`src/hw/rtl/dnw_pkg.sv`:
```
// dnw_pkg: shared types, constants and the character check for the dns name encoder
// used by every module and interface of the block but dnw_ram; no dependencies

package dnw_pkg;

  // name limits
  localparam int unsigned MAX_LABEL   = 63;
  localparam int unsigned MAX_NAME    = 255;
  localparam int unsigned LABEL_DEPTH = 63;

  // field and counter widths
  localparam int unsigned BYTE_W = 8;
  localparam int unsigned LBL_W  = 6;
  localparam int unsigned NAME_W = 8;
  localparam int unsigned SUM_W  = NAME_W + 1;

  // characters with a special meaning
  localparam logic [BYTE_W-1:0] CH_DOT   = 8'h2E;
  localparam logic [BYTE_W-1:0] CH_DASH  = 8'h2D;
  localparam logic [BYTE_W-1:0] CH_UNDER = 8'h5F;

  // controller states
  typedef enum logic [2:0] {
    S_IDLE,
    S_ERR_END,
    S_ERR_MID,
    S_ROOT,
    S_LEN,
    S_DATA
  } state_t;

  // datapath operations, one per cycle
  typedef enum logic [3:0] {
    OP_NONE,
    OP_STORE,
    OP_CLEAR,
    OP_START,
    OP_ERR_END,
    OP_ERR_MID,
    OP_ROOT,
    OP_LEN,
    OP_DATA
  } op_t;

  typedef struct packed {
    op_t op;
  } cmd_t;

  typedef struct packed {
    logic failed;
    logic at_end;
    logic is_dot;
    logic lbl_zero;
    logic lbl_full;
    logic char_bad;
    logic over_dot;
    logic over_end;
    logic over_root;
    logic name_zero;
    logic idx_last;
    logic out_free;
  } status_t;

  // accepted host name characters; a hyphen may not open a label
  function automatic logic char_ok(input logic [BYTE_W-1:0] c, input logic first);
    logic ok;
    ok = 1'b0;
    if (c >= 8'h61 && c <= 8'h7A) ok = 1'b1;
    if (c >= 8'h41 && c <= 8'h5A) ok = 1'b1;
    if (c >= 8'h30 && c <= 8'h39) ok = 1'b1;
    if (c == CH_UNDER) ok = 1'b1;
    if (c == CH_DASH && !first) ok = 1'b1;
    return ok;
  endfunction

endpackage

```
`src/hw/rtl/dnw_in_if.sv`:
```
// dnw_in_if: character channel, valid/ready handshake with char and end marker
// depends on dnw_pkg

interface dnw_in_if;
  logic                        valid;
  logic                        ready;
  logic [dnw_pkg::BYTE_W-1:0]  char_byte;
  logic                        end_of_name;

  modport source (output valid, output char_byte, output end_of_name, input ready);
  modport sink   (input valid, input char_byte, input end_of_name, output ready);
endinterface

```
`src/hw/rtl/dnw_out_if.sv`:
```
// dnw_out_if: wire-format byte channel, valid/ready handshake
// depends on dnw_pkg

interface dnw_out_if;
  logic                        valid;
  logic                        ready;
  logic [dnw_pkg::BYTE_W-1:0]  out_byte;
  logic                        root_after;
  logic                        last;
  logic                        error;

  modport source (output valid, output out_byte, output root_after, output last,
                  output error, input ready);
  modport sink   (input valid, input out_byte, input root_after, input last,
                  input error, output ready);
endinterface

```
`src/hw/rtl/dnw_ram.sv`:
```
// dnw_ram: generic single write port, single read port ram with registered read
// no dependencies

module dnw_ram #(
  parameter int unsigned WIDTH = 8,
  parameter int unsigned DEPTH = 64,
  localparam int unsigned AW = (DEPTH > 1) ? $clog2(DEPTH) : 1
) (
  input  logic             clk,
  input  logic             wr_en,
  input  logic [AW-1:0]    wr_addr,
  input  logic [WIDTH-1:0] wr_data,
  input  logic             rd_en,
  input  logic [AW-1:0]    rd_addr,
  output logic [WIDTH-1:0] rd_data
);

  logic [WIDTH-1:0] mem_r [DEPTH];
  logic [WIDTH-1:0] rd_data_r;

  // write port
  always_ff @(posedge clk) begin
    if (wr_en) begin
      mem_r[wr_addr] <= wr_data;
    end
  end

  // registered read, holds between reads
  always_ff @(posedge clk) begin
    if (rd_en) begin
      rd_data_r <= mem_r[rd_addr];
    end
  end

  assign rd_data = rd_data_r;

endmodule

```
`src/hw/rtl/dnw_ctrl.sv`:
```
// dnw_ctrl: controller state machine, decides per transaction and sequences label flushes
// depends on dnw_pkg

module dnw_ctrl (
  input  logic             clk,
  input  logic             rst_n,
  input  logic             in_valid,
  output logic             in_ready,
  input  dnw_pkg::status_t status,
  output dnw_pkg::cmd_t    cmd
);

  dnw_pkg::state_t state_r, state_nxt;

  // state register
  always_ff @(posedge clk) begin
    if (!rst_n) begin
      state_r <= dnw_pkg::S_IDLE;
    end else begin
      state_r <= state_nxt;
    end
  end

  // next state and commands
  always_comb begin
    state_nxt = state_r;
    cmd.op    = dnw_pkg::OP_NONE;
    in_ready  = 1'b0;
    unique case (state_r)
      dnw_pkg::S_IDLE: begin
        in_ready = 1'b1;
        if (in_valid) begin
          if (status.failed) begin
            // swallow the rest of a failed name
            if (status.at_end) cmd.op = dnw_pkg::OP_CLEAR;
          end else if (status.at_end) begin
            if (!status.lbl_zero) begin
              if (status.over_end) begin
                state_nxt = dnw_pkg::S_ERR_END;
              end else begin
                cmd.op    = dnw_pkg::OP_START;
                state_nxt = dnw_pkg::S_LEN;
              end
            end else if (status.name_zero || status.over_root) begin
              state_nxt = dnw_pkg::S_ERR_END;
            end else begin
              state_nxt = dnw_pkg::S_ROOT;
            end
          end else if (status.is_dot) begin
            if (status.lbl_zero || status.over_dot) begin
              state_nxt = dnw_pkg::S_ERR_MID;
            end else begin
              cmd.op    = dnw_pkg::OP_START;
              state_nxt = dnw_pkg::S_LEN;
            end
          end else if (status.lbl_full || status.char_bad) begin
            state_nxt = dnw_pkg::S_ERR_MID;
          end else begin
            cmd.op = dnw_pkg::OP_STORE;
          end
        end
      end
      dnw_pkg::S_ERR_END: begin
        if (status.out_free) begin
          cmd.op    = dnw_pkg::OP_ERR_END;
          state_nxt = dnw_pkg::S_IDLE;
        end
      end
      dnw_pkg::S_ERR_MID: begin
        if (status.out_free) begin
          cmd.op    = dnw_pkg::OP_ERR_MID;
          state_nxt = dnw_pkg::S_IDLE;
        end
      end
      dnw_pkg::S_ROOT: begin
        if (status.out_free) begin
          cmd.op    = dnw_pkg::OP_ROOT;
          state_nxt = dnw_pkg::S_IDLE;
        end
      end
      dnw_pkg::S_LEN: begin
        if (status.out_free) begin
          cmd.op    = dnw_pkg::OP_LEN;
          state_nxt = dnw_pkg::S_DATA;
        end
      end
      dnw_pkg::S_DATA: begin
        if (status.out_free) begin
          cmd.op = dnw_pkg::OP_DATA;
          if (status.idx_last) state_nxt = dnw_pkg::S_IDLE;
        end
      end
      default: begin
        state_nxt = dnw_pkg::S_IDLE;
      end
    endcase
  end

`ifndef SYNTHESIS
  // a flush only runs over a non-empty label
  a_flush_has_label: assert property (@(posedge clk) disable iff (!rst_n)
    (state_r == dnw_pkg::S_LEN || state_r == dnw_pkg::S_DATA) |-> !status.lbl_zero)
    else $error("flush sequencing with an empty label");
`endif

endmodule

```
`src/hw/rtl/dnw_dp.sv`:
```
// dnw_dp: datapath with label store, counters, checks and the output register
// depends on dnw_pkg and dnw_ram

module dnw_dp (
  input  logic                       clk,
  input  logic                       rst_n,
  input  logic [dnw_pkg::BYTE_W-1:0] in_char,
  input  logic                       in_end,
  input  dnw_pkg::cmd_t              cmd,
  output dnw_pkg::status_t           status,
  output logic                       out_valid,
  input  logic                       out_ready,
  output logic [dnw_pkg::BYTE_W-1:0] out_byte,
  output logic                       out_root,
  output logic                       out_last,
  output logic                       out_error
);

  localparam logic [dnw_pkg::SUM_W-1:0] MAX_NAME_S = dnw_pkg::SUM_W'(dnw_pkg::MAX_NAME);
  localparam logic [dnw_pkg::LBL_W-1:0] MAX_LBL_S  = dnw_pkg::LBL_W'(dnw_pkg::MAX_LABEL);

  logic [dnw_pkg::LBL_W-1:0]  label_count_r, label_count_nxt;
  logic [dnw_pkg::NAME_W-1:0] name_count_r, name_count_nxt;
  logic                       failed_r, failed_nxt;
  logic                       end_r, end_nxt;
  logic [dnw_pkg::LBL_W-1:0]  idx_r, idx_nxt;
  logic                       out_valid_r, out_valid_nxt;
  logic [dnw_pkg::BYTE_W-1:0] out_byte_r, out_byte_nxt;
  logic                       out_root_r, out_root_nxt;
  logic                       out_last_r, out_last_nxt;
  logic                       out_error_r, out_error_nxt;
  logic                       load;

  logic                       wr_en;
  logic                       rd_en;
  logic [dnw_pkg::LBL_W-1:0]  rd_addr;
  logic [dnw_pkg::BYTE_W-1:0] rd_data;

  logic [dnw_pkg::SUM_W-1:0]  base_sum;
  logic                       idx_last;

  // label store
  dnw_ram #(
    .WIDTH (dnw_pkg::BYTE_W),
    .DEPTH (dnw_pkg::LABEL_DEPTH)
  ) u_label_ram (
    .clk     (clk),
    .wr_en   (wr_en),
    .wr_addr (label_count_r),
    .wr_data (in_char),
    .rd_en   (rd_en),
    .rd_addr (rd_addr),
    .rd_data (rd_data)
  );

  // length checks and status
  assign base_sum = dnw_pkg::SUM_W'(name_count_r) + dnw_pkg::SUM_W'(label_count_r);
  assign idx_last = (idx_r + 1'b1) == label_count_r;

  always_comb begin
    status.failed    = failed_r;
    status.at_end    = in_end;
    status.is_dot    = in_char == dnw_pkg::CH_DOT;
    status.lbl_zero  = label_count_r == '0;
    status.lbl_full  = label_count_r >= MAX_LBL_S;
    status.char_bad  = !dnw_pkg::char_ok(in_char, label_count_r == '0);
    status.over_dot  = (base_sum + dnw_pkg::SUM_W'(1)) > MAX_NAME_S;
    status.over_end  = (base_sum + dnw_pkg::SUM_W'(2)) > MAX_NAME_S;
    status.over_root = (dnw_pkg::SUM_W'(name_count_r) + dnw_pkg::SUM_W'(1)) > MAX_NAME_S;
    status.name_zero = name_count_r == '0;
    status.idx_last  = idx_last;
    status.out_free  = !out_valid_r || out_ready;
  end

  // operation decode
  always_comb begin
    label_count_nxt = label_count_r;
    name_count_nxt  = name_count_r;
    failed_nxt      = failed_r;
    end_nxt         = end_r;
    idx_nxt         = idx_r;
    out_byte_nxt    = out_byte_r;
    out_root_nxt    = out_root_r;
    out_last_nxt    = out_last_r;
    out_error_nxt   = out_error_r;
    load            = 1'b0;
    wr_en           = 1'b0;
    rd_en           = 1'b0;
    rd_addr         = idx_r;
    unique case (cmd.op)
      dnw_pkg::OP_NONE: begin
      end
      dnw_pkg::OP_STORE: begin
        wr_en           = 1'b1;
        label_count_nxt = label_count_r + 1'b1;
      end
      dnw_pkg::OP_CLEAR: begin
        label_count_nxt = '0;
        name_count_nxt  = '0;
        failed_nxt      = 1'b0;
      end
      dnw_pkg::OP_START: begin
        end_nxt = in_end;
      end
      dnw_pkg::OP_ERR_END, dnw_pkg::OP_ERR_MID: begin
        load            = 1'b1;
        out_byte_nxt    = '0;
        out_root_nxt    = 1'b0;
        out_last_nxt    = 1'b1;
        out_error_nxt   = 1'b1;
        label_count_nxt = '0;
        name_count_nxt  = '0;
        failed_nxt      = cmd.op == dnw_pkg::OP_ERR_MID;
      end
      dnw_pkg::OP_ROOT: begin
        // trailing dot: root byte alone
        load            = 1'b1;
        out_byte_nxt    = '0;
        out_root_nxt    = 1'b0;
        out_last_nxt    = 1'b1;
        out_error_nxt   = 1'b0;
        label_count_nxt = '0;
        name_count_nxt  = '0;
        failed_nxt      = 1'b0;
      end
      dnw_pkg::OP_LEN: begin
        load          = 1'b1;
        out_byte_nxt  = dnw_pkg::BYTE_W'(label_count_r);
        out_root_nxt  = 1'b0;
        out_last_nxt  = 1'b0;
        out_error_nxt = 1'b0;
        rd_en         = 1'b1;
        rd_addr       = '0;
        idx_nxt       = '0;
      end
      dnw_pkg::OP_DATA: begin
        load          = 1'b1;
        out_byte_nxt  = rd_data;
        out_root_nxt  = end_r && idx_last;
        out_last_nxt  = idx_last;
        out_error_nxt = 1'b0;
        if (idx_last) begin
          label_count_nxt = '0;
          if (end_r) begin
            name_count_nxt = '0;
            failed_nxt     = 1'b0;
          end else begin
            name_count_nxt = name_count_r + dnw_pkg::NAME_W'(label_count_r) + 1'b1;
          end
        end else begin
          idx_nxt = idx_r + 1'b1;
          rd_en   = 1'b1;
          rd_addr = idx_r + 1'b1;
        end
      end
      default: begin
      end
    endcase
    out_valid_nxt = load ? 1'b1 : (out_ready ? 1'b0 : out_valid_r);
  end

  // control registers
  always_ff @(posedge clk) begin
    if (!rst_n) begin
      label_count_r <= '0;
      name_count_r  <= '0;
      failed_r      <= 1'b0;
      end_r         <= 1'b0;
      idx_r         <= '0;
      out_valid_r   <= 1'b0;
    end else begin
      label_count_r <= label_count_nxt;
      name_count_r  <= name_count_nxt;
      failed_r      <= failed_nxt;
      end_r         <= end_nxt;
      idx_r         <= idx_nxt;
      out_valid_r   <= out_valid_nxt;
    end
  end

  // output payload register
  always_ff @(posedge clk) begin
    out_byte_r  <= out_byte_nxt;
    out_root_r  <= out_root_nxt;
    out_last_r  <= out_last_nxt;
    out_error_r <= out_error_nxt;
  end

  assign out_valid = out_valid_r;
  assign out_byte  = out_byte_r;
  assign out_root  = out_root_r;
  assign out_last  = out_last_r;
  assign out_error = out_error_r;

`ifndef SYNTHESIS
  // a failed name holds no buffered or counted bytes
  a_failed_empty: assert property (@(posedge clk) disable iff (!rst_n)
    failed_r |-> (label_count_r == '0 && name_count_r == '0))
    else $error("failed name still holds bytes");

  // the final byte of a terminated name leaves the counters clear
  a_end_clears: assert property (@(posedge clk) disable iff (!rst_n)
    (cmd.op == dnw_pkg::OP_DATA && idx_last && end_r) |=>
      (name_count_r == '0 && label_count_r == '0))
    else $error("counters not cleared after name end");

  // a result is never overwritten while waiting
  a_no_overwrite: assert property (@(posedge clk) disable iff (!rst_n)
    (out_valid_r && !out_ready) |-> !load)
    else $error("output register overwritten under stall");
`endif

endmodule

```
`src/hw/rtl/dns_name_dot_to_wire_top.sv`:
```
// dns_name_dot_to_wire_top: dotted host name to dns wire form encoder, top level
// depends on dnw_pkg, dnw_in_if, dnw_out_if, dnw_ctrl, dnw_dp, dnw_ram
//
//   channel   direction  payload                                  handshake
//   in_ch     sink       char_byte[7:0], end_of_name              valid/ready
//   out_ch    source     out_byte[7:0], root_after, last, error   valid/ready
//
// a plain character is accepted and yields no result
// a flush takes the accept, then the length byte and n label bytes one per cycle while the
// output is free, then the next accept; the label store read port gives them at that rate
// an error or a lone root byte takes the accept, then the result once the output is free
// reset is synchronous, active low; the label store needs no clearing
// a stalled output holds the result register; plain characters are still taken, and the
// next transaction that yields a result is accepted and then waits for the output

module dns_name_dot_to_wire_top (
  input  logic     clk,
  input  logic     rst_n,
  dnw_in_if.sink   in_ch,
  dnw_out_if.source out_ch
);

  dnw_pkg::cmd_t    cmd;
  dnw_pkg::status_t status;

  dnw_ctrl u_ctrl (
    .clk      (clk),
    .rst_n    (rst_n),
    .in_valid (in_ch.valid),
    .in_ready (in_ch.ready),
    .status   (status),
    .cmd      (cmd)
  );

  dnw_dp u_dp (
    .clk       (clk),
    .rst_n     (rst_n),
    .in_char   (in_ch.char_byte),
    .in_end    (in_ch.end_of_name),
    .cmd       (cmd),
    .status    (status),
    .out_valid (out_ch.valid),
    .out_ready (out_ch.ready),
    .out_byte  (out_ch.out_byte),
    .out_root  (out_ch.root_after),
    .out_last  (out_ch.last),
    .out_error (out_ch.error)
  );

endmodule

```
`src/flat_wrapper.sv`:
```
// flat-port wrapper written by rule: the top's interface ports become plain ports
module dns_name_dot_to_wire_top_flat 
  (clk, rst_n, in_ch_valid, in_ch_char_byte, in_ch_end_of_name, in_ch_ready, out_ch_valid, out_ch_out_byte, out_ch_root_after, out_ch_last, out_ch_error, out_ch_ready);
  dnw_in_if in_ch_i ();
  dnw_out_if out_ch_i ();
  input  logic clk;
  input  logic rst_n;
  input wire logic [$bits(in_ch_i.valid)-1:0] in_ch_valid;
  input wire logic [$bits(in_ch_i.char_byte)-1:0] in_ch_char_byte;
  input wire logic [$bits(in_ch_i.end_of_name)-1:0] in_ch_end_of_name;
  output wire logic [$bits(in_ch_i.ready)-1:0] in_ch_ready;
  output wire logic [$bits(out_ch_i.valid)-1:0] out_ch_valid;
  output wire logic [$bits(out_ch_i.out_byte)-1:0] out_ch_out_byte;
  output wire logic [$bits(out_ch_i.root_after)-1:0] out_ch_root_after;
  output wire logic [$bits(out_ch_i.last)-1:0] out_ch_last;
  output wire logic [$bits(out_ch_i.error)-1:0] out_ch_error;
  input wire logic [$bits(out_ch_i.ready)-1:0] out_ch_ready;
  assign in_ch_i.valid = in_ch_valid;
  assign in_ch_i.char_byte = in_ch_char_byte;
  assign in_ch_i.end_of_name = in_ch_end_of_name;
  assign in_ch_ready = in_ch_i.ready;
  assign out_ch_valid = out_ch_i.valid;
  assign out_ch_out_byte = out_ch_i.out_byte;
  assign out_ch_root_after = out_ch_i.root_after;
  assign out_ch_last = out_ch_i.last;
  assign out_ch_error = out_ch_i.error;
  assign out_ch_i.ready = out_ch_ready;
  dns_name_dot_to_wire_top u_core (.clk(clk), .rst_n(rst_n), .in_ch(in_ch_i), .out_ch(out_ch_i));
endmodule
```
`config.mk`:
```
export PLATFORM = sky130hd
export DESIGN_NAME = dns_name_dot_to_wire_top_flat
export DESIGN_NICKNAME = d
export VERILOG_FILES = /design/src/hw/rtl/dnw_pkg.sv /design/src/hw/rtl/dnw_in_if.sv /design/src/hw/rtl/dnw_out_if.sv /design/src/hw/rtl/dnw_ram.sv /design/src/hw/rtl/dnw_ctrl.sv /design/src/hw/rtl/dnw_dp.sv /design/src/hw/rtl/dns_name_dot_to_wire_top.sv /design/src/flat_wrapper.sv
export SDC_FILE = /design/constraint.sdc
export NUM_CORES = 1
export LEC_CHECK = 0
export ABC_AREA = 1
export BUFFER_PORTS_ARGS = -buffer_cell sky130_fd_sc_hd__buf_2
export CAP_MARGIN = 20
export CELL_PAD_IN_SITES_DETAIL_PLACEMENT = 1
export CELL_PAD_IN_SITES_GLOBAL_PLACEMENT = 1
export CORE_ASPECT_RATIO = 0.9
export CORE_MARGIN = 2
export CORE_UTILIZATION = 46
export DETAILED_ROUTE_END_ITERATION = 6
export GPL_ROUTABILITY_DRIVEN = 0
export PLACE_DENSITY_LB_ADDON = 0.3
export SLEW_MARGIN = 10
export SYNTH_ARGS = -nofsm -noshare
export SYNTH_HDL_FRONTEND = slang
export SYNTH_SLANG_ARGS = --single-unit
```
`constraint.sdc`:
```
create_clock -name clk -period 3.54 [get_ports clk]
set_input_delay 0.177 -clock clk [delete_from_list [all_inputs] [get_ports clk]]
set_output_delay 0.177 -clock clk [all_outputs]
set_load 0.005 [all_outputs]
```
Word-level counts from Yosys, hierarchy flattened
Memories as Yosys holds them, arrays and structs flattened. A register that Yosys moved wholly into a read port is not among the register bits. Index checks and enable logic that the tools add are counted.

Register bits: 37. Latch bits: 0. RAM bits: 504. Memory bits (read-only): 0. Bits of input ports: 13. Output and inout port bits: 13. Memories: 1.

Add/subtract/negate cells: 8. $mul: 0. Div/mod/pow operators: 0. $lt $le $gt $ge: 10. Eq/ne operators: 26. Shift operators: 0. Multiplexer cells: 57. Bitwise gates (word level): 0. Reductions and logical operators: 34.

Memory list: u_core.u_dp.u_label_ram.mem_r (words 63, width 8, rd ports 1, clocked after memory_dff 1, wr ports 1, RTL line dnw_ram.sv:18) `logic [WIDTH-1:0] mem_r [DEPTH];`.

Operators by type and width (number): two-way mux 3 bit (16); > comparator 9 x 8 -> 1 bit (second input constant) (3); one-hot mux 4 bit (6 select lines) (1); one-hot mux 8 bit (3 select lines) (1); two-way mux 4 bit (5); one-hot mux 6 bit (3 select lines) (1); == test 4 x 3 -> 1 bit (second input constant) (4); == test 8 x 6 -> 1 bit (second input constant) (2); greater-or-equal comparator 8 x 7 -> 1 bit (second input constant) (2); <= comparator 8 x 7 -> 1 bit (second input constant) (2); two-way mux 1 bit (16); two-way mux 8 bit (2); one-hot mux 8 bit (2 select lines) (1); adder 6 x 1 -> 6 bit (second input constant) (2); two-way mux 6 bit (2); one-hot mux 3 bit (4 select lines) (1); one-hot mux 6 bit (2 select lines) (1); two-way mux 2 bit (5); != test 2 bit (second input constant) (5); adder 8 x 1 -> 9 bit (second input constant) (1); adder 8 x 6 -> 9 bit (1); adder 9 x 1 -> 9 bit (second input constant) (1); adder 9 x 2 -> 9 bit (second input constant) (1); nonzero test 3 bit (3); other kinds (31) (56).

Logic depth before layout (Yosys ltp)
Depth after elaboration: 19. Mapped depth: 26. Gate-level depth less buffers: 25.

By module
From an unflattened synthesis, not the netlist that was laid out.

Cell total of the unflattened synthesis: 2232. Area total of the unflattened synthesis: 23922.9 sq um.

Modules (own cells, without submodules): dnw_ram (times used 1, cells an instance 1780, area an instance 20903.8 sq um, sequential area each 15374.7 sq um); dnw_dp (times used 1, cells an instance 389, area an instance 2668.8 sq um, sequential area each 790.8 sq um); dnw_ctrl (times used 1, cells an instance 63, area an instance 350.3 sq um, sequential area each 60.1 sq um).

Worst setup path after synthesis
Ideal clock, no wire load.

Path type: reg2reg. Start point: reg u_core.u_dp.label_count_r[0] (netlist name). End point: mem u_core.u_dp.u_label_ram.mem_r[10][0] (enable). Setup time: 0.370 ns. Arrival time: 3.320 ns. Required time: 3.170 ns. Setup slack: -0.151 ns. Cell stages (with the launch flop): 23. Path buffers: 1. Period minus slack after synthesis: 3.691 ns. Cell sequence: dfxtp_1 > ha_1 > fa_1 > ha_1 > nand2_1 > nor2_1 > nand3_1 > nor2_1 > nand2_1 > inv_1 > nand2_1 > nor2_1 > nor2_1 > nand2_1 > nand2_1 > nand2_1 > nand2_1 > nand2_1 > nand4_1 > inv_1 > buf_4 > nand4_2 > nor2_1.

Word-level cells in the longest chain between the ends: 16. Elaborated cells between the ends (all ways): 26. Those cells by class: add/sub: 3; order compare: 3; eq/ne: 1; mux: 13; reduce/logical: 6.

RTL lines: from (decl) (RTL line dnw_dp.sv:22) `logic [dnw_pkg::LBL_W-1:0] label_count_r, label_count_nxt;`; from (signal assigned) (RTL line dnw_dp.sv:172) `label_count_r <= label_count_nxt;`; parallel branches: the longest is 16 deep, another holds adder 8 x 6 -> 9 bit; to (decl) (RTL line dnw_ram.sv:18).

Parallel ways; which one is timed is not known.

Worst setup path in the final report
Start point: reg u_core.u_dp.label_count_r[0] (netlist name). End point: mem u_core.u_dp.u_label_ram.mem_r[35][1] (enable).

The elaborated chain is that of the path after synthesis.

==> flow_metrics.env <==
export IMPL_root_buffer="clkbuf_16"
export IMPL_synthesis_nets=2344
export IMPL_powerDensity_nw_per_um2=523
export IMPL_firstDrtPassIters=5
export IMPL_fin_cells=3183
export IMPL_dr_wl_met3_mm=5.47
export IMPL_clk_pin_slew_ns=0.07
export IMPL_num_rows=80
export IMPL_fin_nets=2475
export IMPL_yosysSeqAreaShare_pct=65.6
export IMPL_dpl_cell_count=3069
export IMPL_end_kind="flip-flop"
export IMPL_coreArea_um2=53100
export IMPL_drc=0
export IMPL_hold_class="in -> reg"
export IMPL_slew_viol_final=0
export IMPL_fin_skew_ns=0.0205
export IMPL_cts_tree="built"
export IMPL_portBuffers=25
export IMPL_grt_overflow=0
export IMPL_p_leak_nw=10.9
export IMPL_synth_cell_types=40
export IMPL_cts_max_path_buffers=3
export IMPL_period_share_pct=106
export IMPL_timing_final_ws_setup_ns=-0.200
export IMPL_fin_crit_ns=3.74
export IMPL_ys_seq_elements=549
export IMPL_vias=18400
export IMPL_syn_to_final_growth_pct=19.0
export IMPL_relSlewSlack_pct=21.7
export IMPL_cts_sinks=549
export IMPL_fp_dieW_um=248
export IMPL_h_tree_depth=2
export IMPL_ys_async_sr_fraction_pct=0
export IMPL_yosys_warnings=0
export IMPL_grt_usage_pct=28.1
export IMPL_synth_largest_area_cell="edfxtp_1"
export IMPL_ant_nets=0
export IMPL_critPathLaunchType="flip-flop"
export IMPL_netlist_instances=2311
export IMPL_drive_gt1_share_pct=16.0
export IMPL_met2_wirelength_mm=37.3
export IMPL_viasPerCell=5.77
export IMPL_clock_latency_ns=0.63
export IMPL_drt_iter0_drc=1649
export IMPL_critPathKind="reg -> reg"
export IMPL_vdd_drop_max_mv=0.588
export IMPL_design_area_um2=29400
export IMPL_drv_cap=0
export IMPL_violations="negative setup slack"
export IMPL_grt_first_pass_wirelength_mm=117
export IMPL_hold_viol=0
export IMPL_placed_cell_area_um2=26800
export IMPL_grt_pass1_vias=19400
export IMPL_cp_max_fo=8
export IMPL_ioPinCount=26
export IMPL_yosys_top_cells_area="edfxtp_1 64%, nand3_1 9.2%, nand2_1 8.4%, inv_1 3.3%, o211ai_1 2.3%"
export IMPL_highest_layer="met4"
export IMPL_syn_cell_area_um2=24700
export IMPL_critPathArrivalTime_ns=4.08
export IMPL_tns_ns=-79.97
export IMPL_worstMarginPinSlew_ns=1.17
export IMPL_whs_ns=0.0956
export IMPL_synth_edf_count=523
export IMPL_synth_top_area_share_pct=63.5
export IMPL_num_antenna_cells=0
export IMPL_numCtsBuffers=56
export IMPL_synthFlopType="edfxtp_1"
export IMPL_wl_met1_mm=31.7
export IMPL_die_area_um2=55600
export IMPL_clock_fmax_mhz=267
export IMPL_avgSynthCellArea_um2=10.7
export IMPL_dp_hpwl_mm=48.2
export IMPL_critPathRequiredTime_ns=3.88
export IMPL_setup_viol=514
export IMPL_die_h_um=224
export IMPL_outcome="complete, but fails checks"
export IMPL_routed_wl_mm=77.1
export IMPL_routedWlPerCell_um=24.2
export IMPL_grt_max_degree=73
export IMPL_rsz0062_at_grt="true"
export IMPL_initial_core_util_pct=46.6
export IMPL_antenna_found_initial=1
[cells in the mapped netlist (2+ instances only)]
library cell  number
a21oi_1           26
buf_1              6
buf_2             57
buf_4             23
buf_6              6
clkbuf_1          39
clkinv_1           3
dfxtp_1           26
edfxtp_1         523
fa_1               2
ha_1              18
inv_1            220
inv_2              4
nand2_1          553
nand2_2            3
nand3_1          453
nand3b_1          74
nand4_1           10
nand4_2            7
nor2_1           107
nor3_1            11
nor4_1             3
o211ai_1          75
o21ai_0           18
o21ai_1            8
o22ai_1            5
o22ai_2            4
o31ai_1            3
xor2_1            13
[state kept, by name, summed over array words and instances (netlist names)]
signal                           cells
u_core.u_ctrl.state_r                3
u_core.u_dp.u_label_ram.rd_data      8
u_core.u_dp.out_last                 1
u_core.u_dp.label_count_r            6
u_core.u_dp.idx_r                    6
u_core.u_dp.out_valid                1
u_core.u_dp.out_error                1
u_core.u_dp.name_count_r             8
u_core.u_dp.u_label_ram.mem_r      504
u_core.u_dp.out_byte                 8
u_core.u_dp.out_root                 1
u_core.u_dp.failed_r                 1
u_core.u_dp.end_r                    1
[per-stage QoR]
step	util, %	setup slack (ns)	power (mW)
floorplan	-	-0.114	8.32
global placement	50.4	-0.240	9.13
detailed placement	50.4	-0.230	9.19
CTS	55.1	-0.113	15.3
global route	55.5	-0.373	15.8
finish	55.5	-0.200	15.4
[metal layers]
layer  track usage (%)  vias up
met3              4.49      173
met1              37.4     9180
met4              10.1        0
met2              46.7      722
li1                  -     8304
met5                 0        -
[cells in the final DEF (no fill, tap or decap), types with 5 or more instances in the layout]
master	instances
o21ai_0	18
nand3_1	449
clkinv_2	11
clkbuf_16	59
clkbuf_1	11
a21oi_1	22
ha_1	15
edfxtp_1	523
nor2_1	42
o21ai_1	8
xor2_1	13
nand2_2	9
buf_2	25
nor2_2	22
buf_12	24
bufinv_16	6
inv_1	216
dfxtp_1	24
nor2_4	44
clkinvlp_4	5
buf_4	70
inv_2	6
nand4_1	10
o211ai_1	75
nand2_1	544
clkinv_1	11
buf_6	77
nor3_1	11
nand3b_1	74
[power by group]
part	internal [mW]	switching [mW]	total (mW)	leakage (nW)
Sequential	7.29	0.0635	7.35	4.91
Clock	3.43	2.55	5.98	0.885
Combinational	0.661	1.39	2.05	5.12
Total	11.4	4.00	15.4	10.9
[critical path, stage by stage (launching register included)]
cell     delay [ns]
dfxtp_4        0.36
ha_4           0.16
fa_2           0.58
buf_4          0.14
inv_1          0.06
ha_1           0.22
a21oi_2        0.14
nand3_1        0.10
nand2_1        0.09
nand3_1        0.07
nand2_1        0.06
nand2_1        0.07
nand2_1        0.08
nand2_2        0.07
nand2_1        0.07
nand2_2        0.06
nand2_2        0.07
nand4_1        0.14
inv_2          0.17
buf_12         0.15
nand4_2        0.12
buf_6          0.19
nor2_2         0.11
buf_6          0.17
[what timing repair did]
item                       in CTS  in global routing
setup buffers                   5                  1
gates resized for setup       129                 43
gates cloned                    1                  0
hold buffers                    4                  0
pin swaps                       4                  3
hold endpoints to repair        7                  0
setup endpoints to repair     499                528
[cells by family (layout without fill, tap and decap cells)]
| family | after synthesis | in the layout | synth area share, % |
|---|---|---|---|
| simple gates | 1224 | 1224 | 22.5 |
| fa+ha+maj | 20 | 20 | 1.07 |
| xor+xnor | 15 | 15 | 0.562 |
| compound gates | 145 | 145 | 3.93 |
| flops | 549 | 549 | 65.6 |
| buf+inv | 358 | 533 | 6.26 |
[final cells by class]
class	instances	area, µm²
Clock inverter	33	340
Fill cell	5563	23600
Timing Repair Buffer	204	2120
Clock buffer	69	1490
Tap cell	697	872
Multi-Input combinational cell	1404	7510
Sequential cell	549	16200
Inverter	227	856
[path summary, 6_finish.rpt]
path                                             startpoint                                              to  slack, ns  cells past startpoint
hold reg to reg              u_core.u_dp.end_r$_SDFFE_PN0N_                  u_core.u_dp.end_r$_SDFFE_PN0N_       0.49                      2
setup reg to reg  u_core.u_dp.label_count_r[0]$_SDFFE_PN0P_  u_core.u_dp.u_label_ram.mem_r[35][1]$_DFFE_PP_      -0.20                     23
setup / recovery  u_core.u_dp.label_count_r[0]$_SDFFE_PN0P_  u_core.u_dp.u_label_ram.mem_r[35][1]$_DFFE_PP_      -0.20                     23
hold / removal                           in_ch_char_byte[7]  u_core.u_dp.u_label_ram.mem_r[56][7]$_DFFE_PP_        0.1                      2
(Power assumes the default switching activity.)
